### config.mk
export PLATFORM = sky130hd
export DESIGN_NAME = eased_revolution_speed_sequencer_top
export DESIGN_NICKNAME = d
export VERILOG_FILES = /design/src/rtl/erss_pkg.sv /design/src/rtl/eased_revolution_speed_sequencer_top.sv /design/src/rtl/erss_div.sv
export SDC_FILE = /design/constraint.sdc
export NUM_CORES = 2
export LEC_CHECK = 0
export BUFFER_PORTS_ARGS = -buffer_cell sky130_fd_sc_hd__buf_2
export CAP_MARGIN = 15
export CORE_MARGIN = 2
export CORE_UTILIZATION = 50
export DETAILED_ROUTE_END_ITERATION = 7
export PLACE_DENSITY = 0.74
export RECOVER_POWER = 50
export SLEW_MARGIN = 20
export SYNTH_ARGS = -nofsm -noshare
export SYNTH_HDL_FRONTEND = slang
export SYNTH_HIERARCHICAL = 1
export SYNTH_SLANG_ARGS = --single-unit
### constraint.sdc
create_clock -name i_clk -period 16.9 [get_ports i_clk]
set_clock_uncertainty 0.1 [all_clocks]
set_input_delay 0 -clock i_clk [delete_from_list [all_inputs] [get_ports i_clk]]
set_output_delay 0 -clock i_clk [all_outputs]
set_load 0.02 [all_outputs]
### src/rtl/erss_pkg.sv
// Shared constants, codes, types and the exponent table for the eased speed sequencer.
`timescale 1ns / 1ps

package erss_pkg;

    localparam int FRAC_BITS = 16;
    localparam int MAX_FRAC  = 24;
    localparam int EXP_FRAC  = 30;

    localparam int ROT_W   = 19;
    localparam int WAIT_W  = 20;
    localparam int GEAR_W  = 13;
    localparam int MINSP_W = 10;
    localparam int EASE_W  = 4;
    localparam int KIND_W  = 2;
    localparam int TICK_W  = 10;
    localparam int SPEED_W = 22;
    localparam int PHASE_W = 2;
    localparam int ELAP_W  = 20;
    localparam int BASE_W  = 28;
    localparam int BNUM_W  = 36;
    localparam int ADDR_W  = 5;
    localparam int DATA_W  = 32;

    localparam logic [ELAP_W-1:0]  ELAPSED_MAX = 20'hFFFFF;
    localparam logic [SPEED_W-1:0] SPEED_MAX   = 22'd4000000;
    localparam logic [31:0]        BASE_NUM    = 32'd6000000;
    localparam logic [EASE_W-1:0]  EASE_MIN    = 4'd1;
    localparam logic [EASE_W-1:0]  EASE_MAX    = 4'd10;

    localparam logic [ROT_W-1:0]   ROT_RST   = 19'd10000;
    localparam logic [WAIT_W-1:0]  WAIT_RST  = 20'd30000;
    localparam logic [GEAR_W-1:0]  GEAR_RST  = 13'd819;
    localparam logic [MINSP_W-1:0] MINSP_RST = 10'd10;
    localparam logic [EASE_W-1:0]  EASE_RST  = 4'd10;

    localparam logic [2:0] REG_ROT   = 3'd0;
    localparam logic [2:0] REG_WAIT  = 3'd1;
    localparam logic [2:0] REG_GEAR  = 3'd2;
    localparam logic [2:0] REG_MINSP = 3'd3;
    localparam logic [2:0] REG_EASE  = 3'd4;

    localparam logic [KIND_W-1:0] KIND_TICK  = 2'd0;
    localparam logic [KIND_W-1:0] KIND_GO    = 2'd1;
    localparam logic [KIND_W-1:0] KIND_ABORT = 2'd2;

    localparam logic [PHASE_W-1:0] PH_REV  = 2'd0;
    localparam logic [PHASE_W-1:0] PH_WAIT = 2'd1;
    localparam logic [PHASE_W-1:0] PH_STOP = 2'd2;

    typedef logic [31:0] t_ctab [0:MAX_FRAC];

    function automatic t_ctab exp_table();
        t_ctab       tab;
        logic [63:0] c;
        logic [63:0] x;
        logic [63:0] r;
        logic [63:0] b;
        int          i;
        c = 64'd2 << EXP_FRAC;
        tab[0] = c[31:0];
        for (i = 1; i <= MAX_FRAC; i++) begin
            x = c << EXP_FRAC;
            r = 64'd0;
            b = 64'd1 << 62;
            while (b > x) b = b >> 2;
            while (b != 64'd0) begin
                if (x >= r + b) begin
                    x = x - (r + b);
                    r = (r >> 1) + b;
                end else begin
                    r = r >> 1;
                end
                b = b >> 2;
            end
            c = r;
            tab[i] = c[31:0];
        end
        return tab;
    endfunction

endpackage

### src/rtl/eased_revolution_speed_sequencer_top.sv
// Top level of the eased revolution speed sequencer.
// Use: the input channel (i_in_valid, o_in_stall) carries one transaction per item:
// i_kind is a tick, go or abort, i_tick_ms the milliseconds since the last tick.
// Each item gives exactly one output transaction (o_out_valid, i_out_stall) with the
// speed command o_speed in 0.01 rpm and the phase o_phase_out after the item.
// The user writes registers through the APB port only while the block is idle;
// the block itself does not enforce this. Go, abort, and ticks that compute no
// speed pass from acceptance straight to the output state, which raises the output
// valid once the output register is free. A tick inside a revolution computes the
// eased speed with one shared multiplier and one bit-serial divider under a
// sequencer: base product and division, progress division and velocity square;
// then, if the velocity is not zero, normalization, logarithm, division by the
// easing level and exponent for levels above one, and last the scale and clamp.
// One item is in work at a time: o_in_stall is high until its result is loaded.
// A finished result waits in the output register while the receiver stalls; the
// next item is accepted meanwhile and its result is held until the register frees.
// Synchronous reset sets the phase to waiting, clears elapsed time and last speed,
// loads the register defaults and empties the output register.
`timescale 1ns / 1ps

module eased_revolution_speed_sequencer_top #(
    parameter int P_FRAC_BITS = erss_pkg::FRAC_BITS
) (
    input  logic                          i_clk,
    input  logic                          i_rst_n,
    input  logic                          i_in_valid,
    output logic                          o_in_stall,
    input  logic [erss_pkg::KIND_W-1:0]   i_kind,
    input  logic [erss_pkg::TICK_W-1:0]   i_tick_ms,
    output logic                          o_out_valid,
    input  logic                          i_out_stall,
    output logic [erss_pkg::SPEED_W-1:0]  o_speed,
    output logic [erss_pkg::PHASE_W-1:0]  o_phase_out,
    input  logic                          psel,
    input  logic                          penable,
    input  logic                          pwrite,
    input  logic [erss_pkg::ADDR_W-1:0]   paddr,
    input  logic [erss_pkg::DATA_W-1:0]   pwdata,
    output logic [erss_pkg::DATA_W-1:0]   prdata,
    output logic                          pready
);

    localparam int F     = P_FRAC_BITS;
    localparam int LW    = F + 7;
    localparam int NW    = (erss_pkg::BNUM_W > erss_pkg::ELAP_W + F) ?
                           erss_pkg::BNUM_W : erss_pkg::ELAP_W + F;
    localparam int DW    = erss_pkg::ROT_W + 8;
    localparam int SH_W  = $clog2(F + 2);
    localparam int CNT_W = $clog2(F + 1);
    localparam int SV_W  = erss_pkg::BASE_W + 2;
    localparam erss_pkg::t_ctab C_TAB = erss_pkg::exp_table();

    typedef enum logic [15:0] {
        S_IDLE  = 16'b0000_0000_0000_0001,
        S_BMUL  = 16'b0000_0000_0000_0010,
        S_BDIV  = 16'b0000_0000_0000_0100,
        S_BWAIT = 16'b0000_0000_0000_1000,
        S_PDIV  = 16'b0000_0000_0001_0000,
        S_PWAIT = 16'b0000_0000_0010_0000,
        S_VMUL  = 16'b0000_0000_0100_0000,
        S_NORM  = 16'b0000_0000_1000_0000,
        S_LOG   = 16'b0000_0001_0000_0000,
        S_LPREP = 16'b0000_0010_0000_0000,
        S_LDIV  = 16'b0000_0100_0000_0000,
        S_LWAIT = 16'b0000_1000_0000_0000,
        S_EXP   = 16'b0001_0000_0000_0000,
        S_SCALE = 16'b0010_0000_0000_0000,
        S_CLAMP = 16'b0100_0000_0000_0000,
        S_OUT   = 16'b1000_0000_0000_0000
    } t_state;

    t_state                          r_state;
    logic [erss_pkg::ROT_W-1:0]      r_rot;
    logic [erss_pkg::WAIT_W-1:0]     r_wait;
    logic [erss_pkg::GEAR_W-1:0]     r_gear;
    logic [erss_pkg::MINSP_W-1:0]    r_minsp;
    logic [erss_pkg::EASE_W-1:0]     r_ease;
    logic [erss_pkg::PHASE_W-1:0]    r_phase;
    logic [erss_pkg::ELAP_W-1:0]     r_elapsed;
    logic [erss_pkg::SPEED_W-1:0]    r_last;
    logic [erss_pkg::SPEED_W-1:0]    r_res;
    logic                            r_out_valid;
    logic [erss_pkg::SPEED_W-1:0]    r_out_speed;
    logic [erss_pkg::PHASE_W-1:0]    r_out_phase;

    logic [erss_pkg::BASE_W-1:0]     r_base;
    logic [F-1:0]                    r_q;
    logic [F+1:0]                    r_x;
    logic [SH_W-1:0]                 r_shift;
    logic [F:0]                      r_m;
    logic [F-1:0]                    r_fr;
    logic [CNT_W-1:0]                r_cnt;
    logic                            r_neg;
    logic [LW-1:0]                   r_mag;
    logic [F-1:0]                    r_f;
    logic [5:0]                      r_rsh;
    logic [30:0]                     r_acc;
    logic [F+1:0]                    r_root;
    logic [63:0]                     r_prod;

    logic [31:0]                     mul_a;
    logic [31:0]                     mul_b;
    logic [63:0]                     mul_p;
    logic [63:0]                     v12;
    logic [F+1:0]                    v_next;
    logic [F+1:0]                    sq;
    logic [erss_pkg::EASE_W-1:0]     ease_k;
    logic [erss_pkg::ELAP_W:0]       el_sum;
    logic [erss_pkg::ELAP_W-1:0]     el_new;
    logic                            div_start;
    logic [NW-1:0]                   div_num;
    logic [DW-1:0]                   div_den;
    logic                            div_done;
    logic [NW-1:0]                   div_quot;
    logic [F-1:0]                    p_val;
    logic signed [LW-1:0]            lg;
    logic signed [LW-1:0]            y_val;
    logic signed [7:0]               n_val;
    logic signed [7:0]               sh_val;
    logic [30:0]                     acc_next;
    logic [SV_W-1:0]                 sv;
    logic                            in_acc;
    logic                            out_free;
    logic                            cfg_wr;

    assign in_acc     = i_in_valid && !o_in_stall;
    assign o_in_stall = (r_state != S_IDLE);
    assign out_free   = !r_out_valid || !i_out_stall;
    assign cfg_wr     = psel && penable && pwrite;
    assign pready     = 1'b1;

    assign ease_k = (r_ease < erss_pkg::EASE_MIN) ? erss_pkg::EASE_MIN :
                    (r_ease > erss_pkg::EASE_MAX) ? erss_pkg::EASE_MAX : r_ease;

    assign el_sum = {1'b0, r_elapsed} + (erss_pkg::ELAP_W + 1)'(i_tick_ms);
    assign el_new = el_sum[erss_pkg::ELAP_W] ? erss_pkg::ELAPSED_MAX
                                              : el_sum[erss_pkg::ELAP_W-1:0];

    always_comb begin
        unique case (r_state)
            S_BMUL: begin
                mul_a = erss_pkg::BASE_NUM;
                mul_b = 32'(r_gear);
            end
            S_VMUL: begin
                mul_a = 32'(r_q);
                mul_b = 32'(r_q);
            end
            S_LOG: begin
                mul_a = 32'(r_m);
                mul_b = 32'(r_m);
            end
            S_EXP: begin
                mul_a = 32'(r_acc);
                mul_b = C_TAB[r_cnt];
            end
            S_SCALE: begin
                mul_a = 32'(r_base);
                mul_b = 32'(r_root);
            end
            default: begin
                mul_a = '0;
                mul_b = '0;
            end
        endcase
    end

    assign mul_p    = mul_a * mul_b;
    assign v12      = (mul_p << 3) + (mul_p << 2);
    assign v_next   = v12[2*F+1:F];
    assign sq       = mul_p[2*F+1:F];
    assign acc_next = r_f[F-1] ? mul_p[60:30] : r_acc;
    assign p_val    = div_quot[F-1:0];
    assign sv       = r_prod[F+SV_W-1:F];

    assign lg     = ((LW'(1) - LW'(r_shift)) <<< F) + LW'(r_fr);
    assign y_val  = r_neg ? -signed'(div_quot[LW-1:0]) : signed'(div_quot[LW-1:0]);
    assign n_val  = 8'(y_val >>> F);
    assign sh_val = 8'(erss_pkg::EXP_FRAC - F) - n_val;

    always_comb begin
        div_start = 1'b0;
        div_num   = '0;
        div_den   = '0;
        unique case (r_state)
            S_BDIV: begin
                div_start = 1'b1;
                div_num   = NW'(r_prod[erss_pkg::BNUM_W-1:0]);
                div_den   = {r_rot, 8'd0};
            end
            S_PDIV: begin
                div_start = 1'b1;
                div_num   = NW'({r_elapsed, {F{1'b0}}});
                div_den   = DW'(r_rot);
            end
            S_LDIV: begin
                div_start = 1'b1;
                div_num   = NW'(r_mag);
                div_den   = DW'(ease_k);
            end
            default: begin
                div_start = 1'b0;
            end
        endcase
    end

    erss_div #(
        .NW (NW),
        .DW (DW)
    ) u_div (
        .i_clk   (i_clk),
        .i_rst_n (i_rst_n),
        .i_start (div_start),
        .i_num   (div_num),
        .i_den   (div_den),
        .o_done  (div_done),
        .o_quot  (div_quot)
    );

    always_ff @(posedge i_clk) begin
        if (!i_rst_n) begin
            r_rot   <= erss_pkg::ROT_RST;
            r_wait  <= erss_pkg::WAIT_RST;
            r_gear  <= erss_pkg::GEAR_RST;
            r_minsp <= erss_pkg::MINSP_RST;
            r_ease  <= erss_pkg::EASE_RST;
        end else if (cfg_wr) begin
            unique case (paddr[4:2])
                erss_pkg::REG_ROT:   r_rot   <= pwdata[erss_pkg::ROT_W-1:0];
                erss_pkg::REG_WAIT:  r_wait  <= pwdata[erss_pkg::WAIT_W-1:0];
                erss_pkg::REG_GEAR:  r_gear  <= pwdata[erss_pkg::GEAR_W-1:0];
                erss_pkg::REG_MINSP: r_minsp <= pwdata[erss_pkg::MINSP_W-1:0];
                erss_pkg::REG_EASE:  r_ease  <= pwdata[erss_pkg::EASE_W-1:0];
                default: begin
                end
            endcase
        end
    end

    always_comb begin
        unique case (paddr[4:2])
            erss_pkg::REG_ROT:   prdata = 32'(r_rot);
            erss_pkg::REG_WAIT:  prdata = 32'(r_wait);
            erss_pkg::REG_GEAR:  prdata = 32'(r_gear);
            erss_pkg::REG_MINSP: prdata = 32'(r_minsp);
            erss_pkg::REG_EASE:  prdata = 32'(r_ease);
            default:             prdata = '0;
        endcase
    end

    always_ff @(posedge i_clk) begin
        if (!i_rst_n) begin
            r_state     <= S_IDLE;
            r_phase     <= erss_pkg::PH_WAIT;
            r_elapsed   <= '0;
            r_last      <= '0;
            r_out_valid <= 1'b0;
        end else begin
            if (r_out_valid && !i_out_stall && r_state != S_OUT) begin
                r_out_valid <= 1'b0;
            end
            unique case (r_state)
                S_IDLE: begin
                    if (in_acc) begin
                        priority if (i_kind == erss_pkg::KIND_TICK) begin
                            r_res <= '0;
                            r_last <= '0;
                            priority if (r_phase == erss_pkg::PH_REV) begin
                                if (el_new >= erss_pkg::ELAP_W'(r_rot)) begin
                                    r_phase   <= erss_pkg::PH_WAIT;
                                    r_elapsed <= '0;
                                    r_state   <= S_OUT;
                                end else begin
                                    r_elapsed <= el_new;
                                    r_state   <= S_BMUL;
                                end
                            end else if (r_phase == erss_pkg::PH_WAIT) begin
                                r_state <= S_OUT;
                                if (el_new >= r_wait) begin
                                    r_phase   <= erss_pkg::PH_REV;
                                    r_elapsed <= '0;
                                end else begin
                                    r_elapsed <= el_new;
                                end
                            end else begin
                                r_elapsed <= el_new;
                                r_state   <= S_OUT;
                            end
                        end else if (i_kind == erss_pkg::KIND_GO) begin
                            r_phase   <= erss_pkg::PH_REV;
                            r_elapsed <= '0;
                            r_res     <= r_last;
                            r_state   <= S_OUT;
                        end else if (i_kind == erss_pkg::KIND_ABORT) begin
                            r_phase <= erss_pkg::PH_STOP;
                            r_res   <= '0;
                            r_last  <= '0;
                            r_state <= S_OUT;
                        end else begin
                            r_res   <= r_last;
                            r_state <= S_OUT;
                        end
                    end
                end
                S_BMUL: begin
                    r_prod  <= mul_p;
                    r_state <= S_BDIV;
                end
                S_BDIV: begin
                    r_state <= S_BWAIT;
                end
                S_BWAIT: begin
                    if (div_done) begin
                        r_base  <= div_quot[erss_pkg::BASE_W-1:0];
                        r_state <= S_PDIV;
                    end
                end
                S_PDIV: begin
                    r_state <= S_PWAIT;
                end
                S_PWAIT: begin
                    if (div_done) begin
                        r_q     <= p_val[F-1] ? -p_val : p_val;
                        r_state <= S_VMUL;
                    end
                end
                S_VMUL: begin
                    r_x     <= v_next;
                    r_root  <= v_next;
                    r_shift <= '0;
                    priority if (v_next == '0) begin
                        r_res   <= '0;
                        r_last  <= '0;
                        r_state <= S_OUT;
                    end else if (ease_k == erss_pkg::EASE_MIN) begin
                        r_state <= S_SCALE;
                    end else begin
                        r_state <= S_NORM;
                    end
                end
                S_NORM: begin
                    if (!r_x[F+1]) begin
                        r_x     <= r_x << 1;
                        r_shift <= r_shift + SH_W'(1);
                    end else begin
                        r_m     <= r_x[F+1:1];
                        r_cnt   <= '0;
                        r_state <= S_LOG;
                    end
                end
                S_LOG: begin
                    if (sq[F+1]) begin
                        r_m  <= sq[F+1:1];
                        r_fr <= {r_fr[F-2:0], 1'b1};
                    end else begin
                        r_m  <= sq[F:0];
                        r_fr <= {r_fr[F-2:0], 1'b0};
                    end
                    r_cnt <= r_cnt + CNT_W'(1);
                    if (r_cnt == CNT_W'(F - 1)) begin
                        r_state <= S_LPREP;
                    end
                end
                S_LPREP: begin
                    r_neg   <= lg[LW-1];
                    r_mag   <= lg[LW-1] ? LW'(-lg + LW'(ease_k) - LW'(1)) : LW'(lg);
                    r_state <= S_LDIV;
                end
                S_LDIV: begin
                    r_state <= S_LWAIT;
                end
                S_LWAIT: begin
                    if (div_done) begin
                        r_f     <= y_val[F-1:0];
                        r_rsh   <= sh_val[5:0];
                        r_acc   <= 31'(1) << erss_pkg::EXP_FRAC;
                        r_cnt   <= CNT_W'(1);
                        r_state <= S_EXP;
                    end
                end
                S_EXP: begin
                    r_acc <= acc_next;
                    r_f   <= r_f << 1;
                    r_cnt <= r_cnt + CNT_W'(1);
                    if (r_cnt == CNT_W'(F)) begin
                        r_root  <= (F + 2)'(acc_next >> r_rsh);
                        r_state <= S_SCALE;
                    end
                end
                S_SCALE: begin
                    r_prod  <= mul_p;
                    r_state <= S_CLAMP;
                end
                S_CLAMP: begin
                    priority if (sv != '0 && sv < SV_W'(r_minsp)) begin
                        r_res  <= erss_pkg::SPEED_W'(r_minsp);
                        r_last <= erss_pkg::SPEED_W'(r_minsp);
                    end else if (sv > SV_W'(erss_pkg::SPEED_MAX)) begin
                        r_res  <= erss_pkg::SPEED_MAX;
                        r_last <= erss_pkg::SPEED_MAX;
                    end else begin
                        r_res  <= sv[erss_pkg::SPEED_W-1:0];
                        r_last <= sv[erss_pkg::SPEED_W-1:0];
                    end
                    r_state <= S_OUT;
                end
                S_OUT: begin
                    if (out_free) begin
                        r_out_valid <= 1'b1;
                        r_state     <= S_IDLE;
                    end
                end
                default: begin
                    r_state <= S_IDLE;
                end
            endcase
        end
    end

    always_ff @(posedge i_clk) begin
        if (r_state == S_OUT && out_free) begin
            r_out_speed <= r_res;
            r_out_phase <= r_phase;
        end
    end

    assign o_out_valid = r_out_valid;
    assign o_speed     = r_out_speed;
    assign o_phase_out = r_out_phase;

    a_accept_leaves_idle: assert property (@(posedge i_clk) disable iff (!i_rst_n)
        in_acc |=> (r_state != S_IDLE))
        else $error("accepted transaction did not start work");

    a_speed_in_range: assert property (@(posedge i_clk) disable iff (!i_rst_n)
        o_out_valid |-> (o_speed <= erss_pkg::SPEED_MAX))
        else $error("speed command above limit");

    a_phase_legal: assert property (@(posedge i_clk) disable iff (!i_rst_n)
        (r_phase == erss_pkg::PH_REV || r_phase == erss_pkg::PH_WAIT ||
         r_phase == erss_pkg::PH_STOP))
        else $error("illegal phase code");

    a_div_done_waited: assert property (@(posedge i_clk) disable iff (!i_rst_n)
        div_done |-> (r_state == S_BWAIT || r_state == S_PWAIT || r_state == S_LWAIT))
        else $error("divider finished outside a wait state");

endmodule

### src/rtl/erss_div.sv
// Restoring divider that produces one quotient bit per cycle.
`timescale 1ns / 1ps

module erss_div #(
    parameter int NW = 36,
    parameter int DW = 27
) (
    input  logic          i_clk,
    input  logic          i_rst_n,
    input  logic          i_start,
    input  logic [NW-1:0] i_num,
    input  logic [DW-1:0] i_den,
    output logic          o_done,
    output logic [NW-1:0] o_quot
);

    localparam int CW = $clog2(NW + 1);

    logic          r_busy;
    logic          r_done;
    logic [CW-1:0] r_cnt;
    logic [NW-1:0] r_num;
    logic [DW-1:0] r_rem;
    logic [DW-1:0] r_den;
    logic [DW:0]   trial;
    logic [DW:0]   diff;
    logic          ge;

    assign trial = {r_rem, r_num[NW-1]};
    assign diff  = trial - {1'b0, r_den};
    assign ge    = trial >= {1'b0, r_den};

    always_ff @(posedge i_clk) begin
        if (!i_rst_n) begin
            r_busy <= 1'b0;
            r_done <= 1'b0;
            r_cnt  <= '0;
        end else begin
            r_done <= 1'b0;
            if (i_start) begin
                r_busy <= 1'b1;
                r_cnt  <= '0;
            end else if (r_busy) begin
                r_cnt <= r_cnt + CW'(1);
                if (r_cnt == CW'(NW - 1)) begin
                    r_busy <= 1'b0;
                    r_done <= 1'b1;
                end
            end
        end
    end

    always_ff @(posedge i_clk) begin
        if (i_start) begin
            r_num <= i_num;
            r_rem <= '0;
            r_den <= i_den;
        end else if (r_busy) begin
            r_rem <= ge ? diff[DW-1:0] : trial[DW-1:0];
            r_num <= {r_num[NW-2:0], ge};
        end
    end

    assign o_done = r_done;
    assign o_quot = r_num;

endmodule

# == Word-level counts from Yosys, hierarchy flattened ==
# Memory sizes are Yosys's and may differ from the RTL's.
# Cells that the tools add are included.
# classes
addsub,14
n_mul,1
order_cmp,8
n_eq_ne,42
shifts,1
mux,77
bitwise,3
reduce_logical,52
# ops
operator,n
16-bit one-hot mux with 16 select lines,1
16-bit two-way mux,13
22-bit two-way mux,9
32-bit one-hot mux with 5 select lines,1
31-bit one-hot mux with 5 select lines,1
20-bit two-way mux,7
36-bit one-hot mux with 3 select lines,1
20-bit one-hot mux with 5 select lines,1
27-bit one-hot mux with 3 select lines,1
36-bit two-way mux,2
18-bit one-hot mux with 2 select lines,2
22-bit one-hot mux with 3 select lines,1
32-bit two-way mux,2
31-bit two-way mux,2
31-bit one-hot mux with 2 select lines,1
31-bit by 32-bit multiplier with 61-bit output,1
18-bit two-way mux,2
34-bit adder,1
17-bit two-way mux,2
17-bit one-hot mux with 2 select lines,1
16-bit one-hot mux with 2 select lines,1
31-bit by 6-bit >> shifter with 18-bit output,1
30-bit by 22-bit greater-than comparator with 1-bit output (second input constant),1
30-bit by 10-bit < comparator with 1-bit output,1
other kinds (76),142
# word_totals
reg_bits,517
mem_bits_ro,1024
input_bits,56
out_inout_bits,59
elab_cells,235
mem_count,1
# memory_table
name,words,width,rd,rd_clocked_by_memory_dff,write_ports,line_no,rtl
(name not given),32,32,1,0,0,eased_revolution_speed_sequencer_top.sv:155,mul_b = C_TAB[r_cnt];

# == Longest topological paths before layout ==
# logic_depth
ltp_word,10
depth_mapped,52
depth_no_buf,48

# == Cells and area by module ==
# The synthesis kept the hierarchy.
# by_module_without_submodules
module,n_inst,cells_per_inst,area_each_um2
eased_revolution_speed_sequencer_top,1,6438,57196.1
erss_div,1,496,5353.9

# == Least setup slack after synthesis ==
# No wires, ideal clock.
# synth_timing
path_kind,register to register
start,register r_state[5]
end,"register r_res[0] (netlist bit), enable pin"
arrival_time_ps,13070
t_required_ps,16371
path_slack_ps,3301
path_stages_with_launch,47
cell_sequence,dfxtp_1 -> buf_4 -> nor4_4 -> and4_1 -> buf_2 -> and2_1 -> clkbuf_1 -> clkbuf_1 -> clkbuf_1 -> buf_1 -> a221oi_1 -> clkbuf_1 -> nor2_1 -> fa_1 -> fa_1 -> fa_1 -> inv_1 -> fa_1 -> (+11 left out) -> nand3_1 -> a31oi_1 -> o21ai_0 -> nand3_1 -> nand2_1 -> xor2_1 -> ha_1 -> clkbuf_1 -> a21o_1 -> a2111oi_0 -> o41ai_1 -> or2_2 -> o211a_2 -> nor4_4 -> nand4_2 -> o21a_2 -> buf_2 -> nor3_1
# synth_via
elab_chain_cells,7
# synth_lines
item,line_no,rtl
from (decl),eased_revolution_speed_sequencer_top.sv:72,t_state r_state;
from (signal assigned),eased_revolution_speed_sequencer_top.sv:253,r_state <= S_IDLE;
from (signal assigned),eased_revolution_speed_sequencer_top.sv:272,r_state <= S_OUT;
from (signal assigned),eased_revolution_speed_sequencer_top.sv:275,r_state <= S_BMUL;
16-bit by 14-bit equality test with 1-bit output (tied with other cells),eased_revolution_speed_sequencer_top.sv:140,unique case (r_state)
31-bit one-hot mux with 5 select lines / 32-bit one-hot mux with 5 select lines (equally long branches),eased_revolution_speed_sequencer_top.sv:140,
31-bit by 32-bit multiplier with 61-bit output (*),eased_revolution_speed_sequencer_top.sv:168,assign mul_p = mul_a * mul_b;
via mul_p[24],eased_revolution_speed_sequencer_top.sv:103,logic [63:0] mul_p;
34-bit adder (*),eased_revolution_speed_sequencer_top.sv:169,assign v12 = (mul_p << 3) + (mul_p << 2);
18-bit zero test (*),eased_revolution_speed_sequencer_top.sv:331,priority if (v_next == '0) begin
2-bit != test (no line) (*),n/a,
4-bit AND reduction (no line) (*),n/a,
to (signal assigned),eased_revolution_speed_sequencer_top.sv:396,r_res <= erss_pkg::SPEED_W'(r_minsp);
to (signal assigned),eased_revolution_speed_sequencer_top.sv:399,r_res <= erss_pkg::SPEED_MAX;
to (signal assigned),eased_revolution_speed_sequencer_top.sv:402,r_res <= sv[erss_pkg::SPEED_W-1:0];
to (decl),eased_revolution_speed_sequencer_top.sv:81,logic [erss_pkg::SPEED_W-1:0] r_res;
# Mark *: on every way through the listed nets, which the timed path passes. The rest lies on a longest branch.
# A chain may end at the register's enable or synchronous reset.

# == Worst setup path in the final report ==
# layout_timing
start,register r_state[5]
end,"register r_res[6] (netlist bit), enable pin"
# Same word-level chain as after synthesis.

==> out/qor.log <==
INFO  status         run_status=finished with violations
INFO  status         failed_checks=max-capacitance violations, max-slew violations
INFO  setup_path     worst_setup_path_startpoint=r_state[5]$_SDFFE_PN0P_
INFO  grt            grt_pass1_vias=51.61k
INFO  final_layout   final_cell_area=66840squm
INFO  grt            global_route.usage.total=0.3285
INFO  floorplan      floorplan.die.height=357.7um
INFO  final_layout   areaGrowthSynthToFinish=6.857%
INFO  clocking       tritoncts.num_buffers=53
INFO  clocking       cts.hold.buffers_added=45
INFO  yosys          synth_top_cells_by_area=sky130_fd_sc_hd__fa_1 27%, sky130_fd_sc_hd__edfxtp_1 17%, sky130_fd_sc_hd__ha_1 8.3%
INFO  clocking       cts-htree-levels=2
INFO  setup_path     rr_startpoint=r_state[5]$_SDFFE_PN0P_
INFO  setup_path     endpoint_kind=register
INFO  clocking       tritoncts=done
INFO  yosys          synth_area_leader_cell=sky130_fd_sc_hd__fa_1
INFO  grt            grt_pass1_wl=316.8mm
INFO  setup_path     worstReg2RegEnd=r_res[6]$_DFFE_PP_
INFO  routing        vias=52.46k
INFO  run            max_cap_violations=8
INFO  routing        wire_per_inst=24.55um
INFO  yosys          synth-seq-area-share=0.2223
INFO  yosys          synth_cells=6934
INFO  sta            final.period_utilization=0.8971
INFO  yosys          synth.yosys.warnings=6
INFO  clocking       cts_resized=0
INFO  pwr            peakVddDrop=79.08uV
INFO  final_layout   n_fill_cell=11.08k
INFO  grt            maximum_number_of_pins_on_one_net_before_global_route_repair=62
INFO  clocking       cts_root_buffer=sky130_fd_sc_hd__clkbuf_16
INFO  floorplan      io_pins=115
INFO  routing        detail_route.drc_violations=0
INFO  floorplan      fp.coreArea=124000squm
INFO  clocking       cts_setup_buffers=0
INFO  clocking       clk_latency=0.64ns
INFO  final_layout   post_route_cells_drive_above_1_share=0.06152
INFO  routing        detail_route.wirelength=210.0mm
INFO  placement      gp_congestion=1.010
INFO  routing        drt_pass1_iterations=8
INFO  yosys          synth_top_flop_cell=sky130_fd_sc_hd__edfxtp_1
INFO  grt            grt_remaining_overflow=0
INFO  setup_path     path_max_fanout=57
INFO  sta            period_needed=15.16ns
INFO  sta            timing.final.hold_violations=0
INFO  sta            final_sum_of_negative_setup_slack=0ns
INFO  setup_path     start_kind=register
INFO  clocking       worst_setup_hold_path_clk_slew=0.07ns
INFO  placement      port_buffers=87
INFO  routing        initialDrtViolationCount=6572
INFO  yosys          async_flop_share=0
INFO  pwr            power.static_leakage=28.81nW
INFO  yosys          synth_area=62550squm
INFO  setup_path     arrival_time_at_the_worst_endpoint=15.39ns
INFO  setup_path     critical-path-top-cell-by-count=sky130_fd_sc_hd__fa_1
INFO  setup_path     worst_path_cell_with_the_longest_stage_delay=sky130_fd_sc_hd__clkbuf_1
INFO  pwr            power_per_cell_area=45.22nW/um^2
INFO  yosys          syn_avg_cell_area=9.021squm
INFO  clocking       clock_path_buffers=3
INFO  clocking       clock-sinks=517
INFO  yosys          synth-seq-cells=517
INFO  setup_path     critPathCapture=r_res[6]$_DFFE_PP_
INFO  sta            rsz0062_at_grt=no
INFO  yosys          synth-edff-count=355
INFO  routing        drt-vias-per-instance=6.134
INFO  routing        drtAntennaViolNets=0
INFO  setup_path     crit_required=17.13ns
INFO  yosys          post_synth_num_cell_types=102
INFO  sta            slew_headroom=-1.121
INFO  sta            slew_violations=345
INFO  sta            finish_stage_setup_viols=0
INFO  worst_hold_path hold_path.class=in2reg
INFO  floorplan      initial_utilization=0.5046
INFO  final_layout   fin_nets=8169
INFO  sta            clock.fmax=65.96MHz
INFO  floorplan      die-width=357.7um
INFO  setup_path     criticalPathCategory=reg2reg
INFO  placement      place.detailed.hpwl=163.7mm
INFO  setup_path     rrSetupSlack=1.74ns
INFO  setup_path     slowest_delay=1.08ns
INFO  floorplan      design.die.area=127900squm
INFO  sta            tightest_slew=3.181ns
INFO  floorplan      num_rows=129
INFO  setup_path     worst_reg_to_reg_cells=45
INFO  final_layout   fin_util=0.5392
INFO  sta            hold_slack=0.02027ns
INFO  yosys          netlist.area_leader.share=0.2679
INFO  grt            antenna_violations_before_repair=13
INFO  placement      post_dp_cell_area=64680squm
==> through the flow <==
step                total power [mW]  instances  worst slack (ns)
floorplan                      1.694       6946             3.301
global placement               1.768       8399             2.596
detailed placement             1.779       8399             2.458
CTS                            3.025       8544             2.410
global route                   3.115       8545             1.081
finish                         3.022       8552             1.738
==> worst min path at each step <==
| stage | depth (start not counted) | endpoint | startpoint | slack (ns) |
|---|---|---|---|---|
| floorplan | 2 | r_gear[0]$_SDFFE_PN1P_ | pwdata[0] | 0.02 |
| global placement | 3 | r_wait[19]$_SDFFE_PN0P_ | pwdata[19] | 0.16 |
| detailed placement | 3 | r_wait[19]$_SDFFE_PN0P_ | pwdata[19] | 0.16 |
| CTS | 5 | r_elapsed[9]$_SDFFE_PN0P_ | i_tick_ms[9] | 0.007 |
| global route | 6 | r_elapsed[3]$_SDFFE_PN0P_ | i_tick_ms[2] | 0.09 |
| finish | 5 | r_elapsed[9]$_SDFFE_PN0P_ | i_tick_ms[9] | 0.02 |
==> report_power, final <==
| part | internal [mW] | total, mW | switching (mW) | leakage, nW |
|---|---|---|---|---|
| clock | 0.711 | 1.26 | 0.545 | 0.889 |
| sequential | 1.39 | 1.42 | 0.0310 | 4.61 |
| combinational | 0.135 | 0.341 | 0.206 | 23.3 |
| total | 2.24 | 3.02 | 0.782 | 28.8 |
==> state kept, by name (all words and copies together), names as in the netlist, 17 cells and up <==
signal and flops:
r_prod 46, u_div/o_quot 36, r_acc 31, r_base 28, u_div/r_den 27, u_div/r_rem 27, r_mag 23, o_speed 22
r_last 22, r_res 22, r_elapsed 20, r_wait 20, r_rot 19, r_root 18, r_x 18, r_m 17
==> layout by cell type, fill, tap and decap left out, types with 91 or more instances in the layout <==
| cell type | count |
|---|---|
| sky130_fd_sc_hd__a21oi_1 | 277 |
| sky130_fd_sc_hd__buf_4 | 126 |
| sky130_fd_sc_hd__dfxtp_1 | 161 |
| sky130_fd_sc_hd__edfxtp_1 | 355 |
| sky130_fd_sc_hd__fa_1 | 837 |
| sky130_fd_sc_hd__ha_1 | 413 |
| sky130_fd_sc_hd__inv_1 | 1037 |
| sky130_fd_sc_hd__mux2i_1 | 119 |
| sky130_fd_sc_hd__nand2_1 | 949 |
| sky130_fd_sc_hd__nand3_1 | 94 |
| sky130_fd_sc_hd__nor2_1 | 741 |
| sky130_fd_sc_hd__o21ai_0 | 184 |
| sky130_fd_sc_hd__xnor2_1 | 91 |
==> layout make-up <==
type | count | area (sq um) | area share
Inverter | 1039 | 3900 | 0.05835
Multi-Input combinational cell | 4981 | 43330 | 0.6483
Tap cell | 1637 | 2048 | 0.03064
Sequential cell | 517 | 13910 | 0.2081
Timing Repair Buffer | 271 | 1823 | 0.02727
Clock inverter | 40 | 441.7 | 0.006608
Antenna cell | 7 | 17.52 | 0.0002621
Clock buffer | 60 | 1373 | 0.02054
==> metal layers <==
| metal | global-route usage | part of all wire | vias to the layer above |
|---|---|---|---|
| li1 | - | - | 22660 |
| met1 | 0.4545 | 0.39 | 26150 |
| met2 | 0.4846 | 0.43 | 3103 |
| met3 | 0.08336 | 0.13 | 541 |
| met4 | 0.1528 | 0.055 | 6 |
| met5 | 0 | 0.00016 | - |
==> critical path, delay by kind of cell (launching register included) <==
kind	cells	cell delay [ns]
adder cells (fa/ha/maj)	10	4.73
buffers and inverters	9	2.72
flip-flops	1	0.47
AO/OA/AOI/OAI	9	2.29
XOR/XNOR	1	0.67
AND/OR/NAND/NOR	16	3.79
==> cells by family (layout without fill, tap and decap cells) <==
| family | count (synthesis) | after routing | share of synthesized area |
|---|---|---|---|
| DFF | 517 | 517 | 0.2223 |
| muxes | 199 | 199 | 0.03723 |
| xor gates and xnor gates | 168 | 168 | 0.02352 |
| buffers and inverters | 1448 | 1410 | 0.08847 |
| and+or+nand+nor | 2242 | 2242 | 0.1558 |
| adders and majority gates | 1250 | 1250 | 0.3505 |
| AOI/OAI and AO/OA | 1108 | 1108 | 0.1221 |
| other | 2 | 21 | 0.0001201 |
==> cells in the mapped netlist (32+ instances only) <==
library cell,number
sky130_fd_sc_hd__fa_1,837
sky130_fd_sc_hd__nand4_1,41
sky130_fd_sc_hd__or3_1,34
sky130_fd_sc_hd__a31oi_1,32
sky130_fd_sc_hd__xor2_1,77
sky130_fd_sc_hd__nand3_1,94
sky130_fd_sc_hd__a211oi_1,61
sky130_fd_sc_hd__a22o_1,83
sky130_fd_sc_hd__nor2_1,743
sky130_fd_sc_hd__o21ai_0,184
sky130_fd_sc_hd__a21o_1,78
sky130_fd_sc_hd__inv_1,1037
sky130_fd_sc_hd__edfxtp_1,355
sky130_fd_sc_hd__ha_1,413
sky130_fd_sc_hd__mux2i_1,119
sky130_fd_sc_hd__o211ai_1,39
sky130_fd_sc_hd__nor2b_1,48
sky130_fd_sc_hd__buf_1,34
sky130_fd_sc_hd__dfxtp_1,162
sky130_fd_sc_hd__xnor2_1,91
sky130_fd_sc_hd__mux2_2,59
sky130_fd_sc_hd__nand2b_1,35
sky130_fd_sc_hd__clkbuf_1,348
sky130_fd_sc_hd__a22oi_1,33
sky130_fd_sc_hd__a221oi_1,34
sky130_fd_sc_hd__and3_1,32
sky130_fd_sc_hd__nor3_1,86
sky130_fd_sc_hd__nand2_1,950
sky130_fd_sc_hd__a21oi_1,278
sky130_fd_sc_hd__and2_1,62
(Power assumes the default switching activity.)
